[src/sv/tmwf_pkg.sv]
// Shared constants and types for the trimmed mean weight filter.
package tmwf_pkg;

	localparam int SAMPLE_IN_BITS = 16;
	localparam int WEIGHT_BITS    = 16;
	localparam int TARE_BITS      = 16;
	localparam int COUNT_BITS     = 4;
	// last sample index and right shift that averages the eight kept ones
	localparam logic [COUNT_BITS-1:0] BATCH_LAST = 4'd9;
	localparam int KEEP_SHIFT = 3;
	localparam logic [WEIGHT_BITS-1:0] WEIGHT_MAX = 16'hFFFF;

	// stage control handed from the batch accumulator to the trim stage
	typedef struct packed {
		logic vld;     // a result leaves this stage
		logic missing; // batch aborted by an absent sensor
	} batch_ctrl_t;

endpackage

[src/sv/tmwf_accum.sv]
// Running sum, minimum, maximum and count of one batch; registers a finished batch.
module tmwf_accum #(
	parameter int SAMPLE_BITS = 16
) (
	input  logic                         clk,
	input  logic                         arst_n,
	input  logic                         en,
	input  logic                         valid_s1,
	input  logic [SAMPLE_BITS-1:0]       sample_s1,
	input  logic                         missing_s1,
	output tmwf_pkg::batch_ctrl_t        ctrl_s2,
	output logic [SAMPLE_BITS+3:0]       sum_s2,
	output logic [SAMPLE_BITS-1:0]       min_s2,
	output logic [SAMPLE_BITS-1:0]       max_s2
);

	localparam logic [SAMPLE_BITS-1:0] MIN_INIT = {SAMPLE_BITS{1'b1}};

	logic [tmwf_pkg::COUNT_BITS-1:0] count_q;
	logic [SAMPLE_BITS+3:0]          sum_q;
	logic [SAMPLE_BITS-1:0]          min_q;
	logic [SAMPLE_BITS-1:0]          max_q;

	logic [SAMPLE_BITS+3:0] sum_nxt;
	logic [SAMPLE_BITS-1:0] min_nxt;
	logic [SAMPLE_BITS-1:0] max_nxt;
	logic                   last;

	assign sum_nxt = sum_q + {4'd0, sample_s1};
	assign min_nxt = (sample_s1 < min_q) ? sample_s1 : min_q;
	assign max_nxt = (sample_s1 > max_q) ? sample_s1 : max_q;
	assign last    = (count_q == tmwf_pkg::BATCH_LAST);

	always_ff @(posedge clk or negedge arst_n) begin
		if (!arst_n) begin
			count_q <= '0;
			sum_q   <= '0;
			min_q   <= MIN_INIT;
			max_q   <= '0;
			ctrl_s2 <= '0;
		end else if (en) begin
			ctrl_s2.vld     <= valid_s1 && (missing_s1 || last);
			ctrl_s2.missing <= valid_s1 && missing_s1;
			if (valid_s1) begin
				if (missing_s1 || last) begin
					count_q <= '0;
					sum_q   <= '0;
					min_q   <= MIN_INIT;
					max_q   <= '0;
				end else begin
					count_q <= count_q + 1'b1;
					sum_q   <= sum_nxt;
					min_q   <= min_nxt;
					max_q   <= max_nxt;
				end
			end
		end
	end

	// finished batch totals, including the tenth sample
	always_ff @(posedge clk) begin
		if (en && valid_s1 && last) begin
			sum_s2 <= sum_nxt;
			min_s2 <= min_nxt;
			max_s2 <= max_nxt;
		end
	end

endmodule

[src/sv/tmwf_trim.sv]
// Drops the extremes, averages, subtracts tare and clamps into the output register.
module tmwf_trim #(
	parameter int SAMPLE_BITS = 16
) (
	input  logic                               clk,
	input  logic                               arst_n,
	input  logic                               en,
	input  tmwf_pkg::batch_ctrl_t              ctrl_s2,
	input  logic [SAMPLE_BITS+3:0]             sum_s2,
	input  logic [SAMPLE_BITS-1:0]             min_s2,
	input  logic [SAMPLE_BITS-1:0]             max_s2,
	input  logic [tmwf_pkg::TARE_BITS-1:0]     tare,
	output logic                               out_valid_q,
	output logic [tmwf_pkg::WEIGHT_BITS-1:0]   weight_q,
	output logic                               missing_q
);

	localparam int MEAN_BITS = SAMPLE_BITS + 4 - tmwf_pkg::KEEP_SHIFT;
	localparam int CMP_BITS  = (MEAN_BITS > tmwf_pkg::TARE_BITS) ? MEAN_BITS
	                                                            : tmwf_pkg::TARE_BITS;

	logic [SAMPLE_BITS+3:0]          trimmed;
	logic [MEAN_BITS-1:0]            mean;
	logic [CMP_BITS-1:0]             mean_c;
	logic [CMP_BITS-1:0]             tare_c;
	logic [CMP_BITS-1:0]             net;
	logic [tmwf_pkg::WEIGHT_BITS-1:0] weight;

	// sum always holds both extremes, so no underflow
	assign trimmed = sum_s2 - {4'd0, min_s2} - {4'd0, max_s2};
	assign mean    = trimmed[SAMPLE_BITS+3:tmwf_pkg::KEEP_SHIFT];
	assign mean_c  = CMP_BITS'(mean);
	assign tare_c  = CMP_BITS'(tare);
	assign net     = (mean_c > tare_c) ? (mean_c - tare_c) : '0;
	assign weight  = (net > CMP_BITS'(tmwf_pkg::WEIGHT_MAX)) ? tmwf_pkg::WEIGHT_MAX
	                                                          : net[tmwf_pkg::WEIGHT_BITS-1:0];

	always_ff @(posedge clk or negedge arst_n) begin
		if (!arst_n) begin
			out_valid_q <= 1'b0;
		end else if (en) begin
			out_valid_q <= ctrl_s2.vld;
		end
	end

	always_ff @(posedge clk) begin
		if (en && ctrl_s2.vld) begin
			weight_q  <= ctrl_s2.missing ? '0 : weight;
			missing_q <= ctrl_s2.missing;
		end
	end

endmodule

[src/sv/trimmed_mean_weight_filter_unit.sv]
// Top level of the trimmed mean weight filter.
//
// Usage: load-cell samples arrive on the s_ stream, one per transfer. Each
// batch of ten good samples yields one result on the m_ stream: the mean of
// the eight middle samples minus the tare, clamped at zero and at 65535.
// Samples one to nine of a batch produce nothing. A sample flagged as
// sensor-missing (s_tuser) ends the batch at once and yields weight zero
// with the missing flag (m_tuser) set; the batch accumulators clear.
// The tare is written through tare_we / tare_wdata while the block is idle.
//
// Timing: a sample passes an input register, the accumulator stage and the
// output register, which shows the result of the sample that completes its
// batch. One sample is taken every cycle unless the output stalls; all
// three stages move together on a single enable.
// Stall: while a result waits in the output register and m_tready is low,
// the pipeline holds and s_tready drops; it rises again in the cycle the
// result is taken.
// Reset: arst_n clears the pipeline valids, the batch (count and sum zero,
// minimum all ones, maximum zero) and the tare.
module trimmed_mean_weight_filter_unit #(
	parameter int SAMPLE_BITS = 16
) (
	input  logic        clk,
	input  logic        arst_n,
	input  logic        s_tvalid,
	output logic        s_tready,
	input  logic [15:0] s_tdata,   // [15:0] raw_sample
	input  logic [0:0]  s_tuser,   // [0] sensor_missing
	output logic        m_tvalid,
	input  logic        m_tready,
	output logic [15:0] m_tdata,   // [15:0] net_weight
	output logic [0:0]  m_tuser,   // [0] missing_flag
	input  logic        tare_we,
	input  logic [15:0] tare_wdata
);

	logic                   en;
	logic                   valid_s1;
	logic [SAMPLE_BITS-1:0] sample_s1;
	logic                   missing_s1;
	logic [tmwf_pkg::TARE_BITS-1:0] tare_q;

	logic [SAMPLE_BITS+tmwf_pkg::SAMPLE_IN_BITS-1:0] raw_ext;

	tmwf_pkg::batch_ctrl_t  ctrl_s2;
	logic [SAMPLE_BITS+3:0] sum_s2;
	logic [SAMPLE_BITS-1:0] min_s2;
	logic [SAMPLE_BITS-1:0] max_s2;

	logic [tmwf_pkg::WEIGHT_BITS-1:0] weight_q;
	logic                             missing_q;

	assign en       = !m_tvalid || m_tready;
	assign s_tready = en;
	// zero-extend then keep the low SAMPLE_BITS bits
	assign raw_ext  = {{SAMPLE_BITS{1'b0}}, s_tdata};

	always_ff @(posedge clk or negedge arst_n) begin
		if (!arst_n) begin
			valid_s1 <= 1'b0;
		end else if (en) begin
			valid_s1 <= s_tvalid;
		end
	end

	always_ff @(posedge clk) begin
		if (en && s_tvalid) begin
			sample_s1  <= raw_ext[SAMPLE_BITS-1:0];
			missing_s1 <= s_tuser[0];
		end
	end

	always_ff @(posedge clk or negedge arst_n) begin
		if (!arst_n) begin
			tare_q <= '0;
		end else if (tare_we) begin
			tare_q <= tare_wdata;
		end
	end

	tmwf_accum #(
		.SAMPLE_BITS(SAMPLE_BITS)
	) u_accum (
		.clk        (clk),
		.arst_n     (arst_n),
		.en         (en),
		.valid_s1   (valid_s1),
		.sample_s1  (sample_s1),
		.missing_s1 (missing_s1),
		.ctrl_s2    (ctrl_s2),
		.sum_s2     (sum_s2),
		.min_s2     (min_s2),
		.max_s2     (max_s2)
	);

	tmwf_trim #(
		.SAMPLE_BITS(SAMPLE_BITS)
	) u_trim (
		.clk         (clk),
		.arst_n      (arst_n),
		.en          (en),
		.ctrl_s2     (ctrl_s2),
		.sum_s2      (sum_s2),
		.min_s2      (min_s2),
		.max_s2      (max_s2),
		.tare        (tare_q),
		.out_valid_q (m_tvalid),
		.weight_q    (weight_q),
		.missing_q   (missing_q)
	);

	assign m_tdata = weight_q;
	assign m_tuser = missing_q;

	a_missing_zero: assert property (@(posedge clk) disable iff (!arst_n)
		m_tvalid && m_tuser[0] |-> m_tdata == '0)
		else $error("missing-sensor result carries a nonzero weight");

	a_missing_result: assert property (@(posedge clk) disable iff (!arst_n)
		en && valid_s1 && missing_s1 |=> ctrl_s2.vld && ctrl_s2.missing)
		else $error("missing-sensor sample did not end the batch");

	a_result_follows: assert property (@(posedge clk) disable iff (!arst_n)
		en && ctrl_s2.vld |=> m_tvalid && (m_tuser[0] == $past(ctrl_s2.missing)))
		else $error("finished batch did not reach the output register");

endmodule

[config.mk]
export PLATFORM = sky130hd
export DESIGN_NAME = trimmed_mean_weight_filter_unit
export DESIGN_NICKNAME = d
export VERILOG_FILES = /design/src/sv/tmwf_pkg.sv /design/src/sv/tmwf_accum.sv /design/src/sv/tmwf_trim.sv /design/src/sv/trimmed_mean_weight_filter_unit.sv
export SDC_FILE = /design/constraint.sdc
export NUM_CORES = 1
export LEC_CHECK = 0
export BUFFER_PORTS_ARGS = -buffer_cell sky130_fd_sc_hd__buf_2
export CELL_PAD_IN_SITES_DETAIL_PLACEMENT = 0
export CELL_PAD_IN_SITES_GLOBAL_PLACEMENT = 2
export CORE_AREA = 3 3 119 236
export DETAILED_ROUTE_END_ITERATION = 6
export DIE_AREA = 0 0 122 239
export GPL_ROUTABILITY_DRIVEN = 1
export MAX_ROUTING_LAYER = met4
export PLACE_DENSITY = 0.7
export SYNTH_ARGS = -nofsm -noshare
export SYNTH_HDL_FRONTEND = slang
export SYNTH_SLANG_ARGS = --single-unit
[constraint.sdc]
create_clock -name clk -period 12.39 [get_ports clk]
set_input_delay 2.478 -clock clk [delete_from_list [all_inputs] [get_ports clk]]
set_output_delay 2.478 -clock clk [all_outputs]
set_load 0.03 [all_outputs]
# Yosys cells after proc, flatten, opt, wreduce, memory -nomap -nowiden
# Index checks and enable logic that the tools add are counted.
[totals] register_bits=162 input_bits=38 output_inout_bits=19 elab_cells=44
[classes] addsub=5 magnitude_cmp=4 n_eq_ne=1 muxes=8 reduce_logical=10
[ops] cell="16-bit 2-to-1 mux" n=5
[ops] cell="20-bit by 16-bit subtractor with 20-bit output" n=2
[ops] cell="20-bit by 16-bit adder with 20-bit output" n=1
[ops] cell="20-bit 2-to-1 mux" n=1
[ops] cell="17-bit by 16-bit > comparator with 1-bit output" n=1
[ops] cell="17-bit by 16-bit > comparator with 1-bit output, second input constant" n=1
[ops] cell="17-bit 2-to-1 mux" n=1
[ops] cell="17-bit by 16-bit subtractor with 17-bit output" n=1
[ops] cell="16-bit > comparator" n=1
[ops] cell="16-bit < comparator" n=1
[ops] cell="1-bit logical AND" n=6
[ops] cell="4-bit by 1-bit adder with 4-bit output, second input constant" n=1
[ops] cell="4-bit equality test, second input constant" n=1
[ops] cell="4-bit 2-to-1 mux" n=1
[ops] cell="1-bit logical OR" n=2
[ops] cell="2-bit AND reduction" n=1
[ops] cell="1-bit logical NOT" n=1

# Longest topological paths before layout
[depth] ltp_word=6 depth_mapped=22 mapped_depth_nobuf=21

# By module
# A second synthesis with hierarchy kept.
[hier_totals] cells_unflattened=834 area_unflattened_um2=9771.9
[by_module_without_submodules] module="tmwf_accum" instances=1 cells_per_inst=497 area_per_inst_um2=5913.2 seq_area_each_um2=3032.9
[by_module_without_submodules] module="tmwf_trim" instances=1 cells_per_inst=282 area_per_inst_um2=2650.0 seq_area_each_um2=535.5
[by_module_without_submodules] module="trimmed_mean_weight_filter_unit" instances=1 cells_per_inst=55 area_per_inst_um2=1208.7 seq_area_each_um2=935.9

# Worst setup path after synthesis
# OpenSTA, ideal clock, no wires.
[synth_path] kind="input to register" start="input port m_tready" end="register u_accum.max_s2[0] (enable)" setup_time_ns=0.462 arrival_time_ns=5.673 required_time_ns=11.928 setup_slack_ns=6.255 cell_stages=5 n_path_buf=2 path_cell_list="nand2b_1 clkbuf_1 nand2_1 clkbuf_1 nor2_1"
[synth_via] elab_chain_len=3
[synth_lines] item="from (decl)" line_no="trimmed_mean_weight_filter_unit.sv:30" rtl="input logic m_tready,"
[synth_lines] item="1-bit logical OR" line_no="trimmed_mean_weight_filter_unit.sv:53" rtl="assign en = !m_tvalid || m_tready;"
[synth_lines] item="via s_tready" line_no="trimmed_mean_weight_filter_unit.sv:26" rtl="output logic s_tready,"
[synth_lines] item="1-bit logical AND (2 in a row)" line_no="tmwf_accum.sv:62" rtl="if (en && valid_s1 && last) begin"
[synth_lines] item="to (signal assigned)" line_no="tmwf_accum.sv:65" rtl="max_s2 <= max_nxt;"
[synth_lines] item="to (decl)" line_no="tmwf_accum.sv:14" rtl="output logic [SAMPLE_BITS-1:0] max_s2"
# The timed path passes the listed nets, and every way through them passes these cells.
# A chain may end at the register's enable or synchronous reset.

# Worst setup path in the final report
[layout_path] start="input port m_tready" end="output port s_tready"
[layout_via] elab_chain_len=1
[layout_lines] item="1-bit logical OR" line_no="trimmed_mean_weight_filter_unit.sv:53"
[layout_lines] item="to (decl)" line_no="trimmed_mean_weight_filter_unit.sv:26"
# No other way between the ends.

==> metrics.yaml <==
clk_path_buf_depth: 2
die_h_um: 239
arrival_ns: 3.08
hp-class: "register to register"
yosysSeqAreaShare_pct: 48.8
rsz0062_at_grt: "no"
antenna_found_initial: 0
fin_cells: 1263
clk_latency_ns: 0.44
cts_sinks: 162
firstDrtPassIters: 4
syn_area_um2: 9230
numPortBuffers: 56
cp_common_cell: "buf_2"
synthMostInstantiatedCell: "inv_1"
finalClockSkew_ns: 0.00891
slew-limit-headroom_pct: 35.7
hold_end: "u_trim.out_valid_q$_DFFE_PN0N_"
synth-edff-count: 86
holdPathStages: 2
min-delay-start: "u_accum.ctrl_s2[1]$_DFFE_PN0N_"
synth_area_leaders: "edfxtp_1, dfrtp_1, ha_1"
post_cts_buffers: 0
syn_inst: 847
netlist.top_cell.by_area: "edfxtp_1"
cp_max_fo: 10
viasPerCell: 4.85
cp-start-kind: "primary input"
grt_pass1_vias: 6617
routedWlPerCell_um: 16.8
cp_slowest_cell: "nand2b_1"
cp.required_ns: 9.91
synthArstFlopShare_pct: 46.9
max_cap_violations: 0
clk_pin_slew_ns: 0.06
via_count: 6126
area_growth_syn_to_layout_pct: 13.2
final.fill_count: 2628
drc_errors: 0
setup_viol: 0
fin_nets: 1043
grt_first_pass_wirelength_um: 34400
period_minus_slack_ns: 5.56
htreeDepth: 4
cts_root_buf: "clkbuf_16"
initialDrtViolationCount: 313
tightestPinTransition_ns: 0.962
ctsResizeCount: 0
coreArea_um2: 26400
vdd_drop_max_mv: 0.0814
grt_max_degree: 57
yosys_warnings: 0
rrSetupSlack_ns: 7.36
synth_top_area_share_pct: 28.0
antenna_left: 0
ys_types: 54
dp.cells: 1231
dpl.hpwl_um: 16300
fin_tns_setup_ns: 0
start_util_pct: 35.0
dieArea_um2: 29200
total_power_mw: 1.84
synthFlopType: "edfxtp_1"
avgSynthCellArea_um2: 10.9
rows: 84
diodes: 0
rr_endpoint: "u_trim.weight_q[11]$_SDFFCE_PP0P_"
die_w_um: 122
p_per_area_nw_per_um2: 176
synth_nets: 984
cts_hold_buf: 0
cpPeakStageDelay_ns: 0.27
max_freq_mhz: 180
hold_viol: 0
synthTopCellsByCount: "inv_1, edfxtp_1, ha_1, nand2_1, o21ai_0"
worstRegToRegCells: 20
maxSlewViolCount: 0
boundaryPins: 57
cts_tree: "yes"
cts_made_buffers: 17
gr-total-overflow: 0
ys_ff_latch: 162
worstSetupPathType: "primary input to output pin"
leakage_nw: 4.63
place.gp.congestion: 0.807
cp-end-kind: "output pin"
crit-reg2reg-launch: "u_accum.min_s2[2]$_DFFE_PP_"
postRouteWirelength_um: 21200
status: "finished clean"
grtUsageTotal_pct: 16.1
fin_crit_sh_pct: 44.9
cp_cell_sequence: "buf_2, nand2b_1, buf_2"
drive_gt1_share_pct: 13.6
metal layers:
metal  wire [um]  track usage (%)  vias up
met1        7800             15.8     2922
met3         497             2.60       23
met2       12500             31.1       69
met4         364             5.51        0
li1            -                -     3112
met5           0                -        -
cell type report:
type | count | area, um^2 | area share, %
clock buffers | 22 | 454 | 4.35
clock inverters | 10 | 86.3 | 0.827
inverters | 99 | 372 | 3.56
multi-input cells | 565 | 4280 | 41.0
flip-flops and latches | 162 | 4500 | 43.1
well taps | 344 | 430 | 4.12
repair buffers | 61 | 320 | 3.07
kinds of logic after synthesis:
group,count (synthesis),synth area share [%]
DFF,162,48.8
xor gates and xnor gates,47,4.54
muxes,4,0.488
buffers and inverters,120,5.03
adders and majority gates,99,14.8
and+or+nand+nor,168,8.60
AOI/OAI and AO/OA,247,17.7
stage by stage:
step,setup slack [ns],util [%],cell area [um^2],hold slack (ns)
after floorplan,6.26,-,9230,0.431
after global placement,6.82,37.5,9900,0.450
after detailed placement,6.80,37.5,9900,0.461
after CTS,6.80,39.6,10400,0.476
after global routing,6.74,39.6,10400,0.494
final,6.83,39.6,10400,0.473
placed cells by master (no fill, tap or decap), drive strengths merged, types with 11 or more instances in the layout:
cell type	instances
xor2	13
nor2	23
dfstp	16
clkbuf	22
nand3	11
nand2	76
a22o	30
fa	17
o21a	29
xnor2	34
a21oi	45
inv	100
dfrtp	60
edfxtp	86
ha	82
o22a	16
nor2b	11
a21o	21
nor3	12
buf	61
o21ai	79
where the power goes:
group	leakage, nW	switching [mW]	total [mW]	internal, mW
Combinational	2.64	0.344	0.583	0.239
Clock	0.262	0.218	0.498	0.280
Sequential	1.73	0.0567	0.756	0.699
Total	4.63	0.619	1.84	1.22
worst max-delay path: cells and delay by family:
family	cells	cell delay, ns
buffers and inverters	2	0.33
and+or+nand+nor	1	0.27
how the worst max path moves through the flow:
stage              from                           to  slack, ns  cells past startpoint
2_1_floorplan  m_tready  u_accum.max_s2[0]$_DFFE_PP_       6.26                      5
3_3_place_gp   m_tready                     s_tready       6.82                      3
5_1_grt        m_tready                     s_tready       6.74                      3
6_report       m_tready                     s_tready       6.83                      3
4_1_cts        m_tready                     s_tready       6.80                      3
3_5_place_dp   m_tready                     s_tready       6.80                      3
state kept, by name (all words and copies together) (netlist names):
name / cells
u_trim.weight_q: 16
u_trim.missing_q: 1
u_accum.count_q: 4
sample_s1: 16
u_accum.min_q: 16
u_accum.max_s2: 16
tare_q: 16
u_accum.max_q: 16
u_accum.ctrl_s2: 2
u_accum.sum_s2: 20
u_accum.sum_q: 20
valid_s1: 1
u_trim.out_valid_q: 1
u_accum.min_s2: 16
missing_s1: 1
Power figures use the tool's default switching activity.
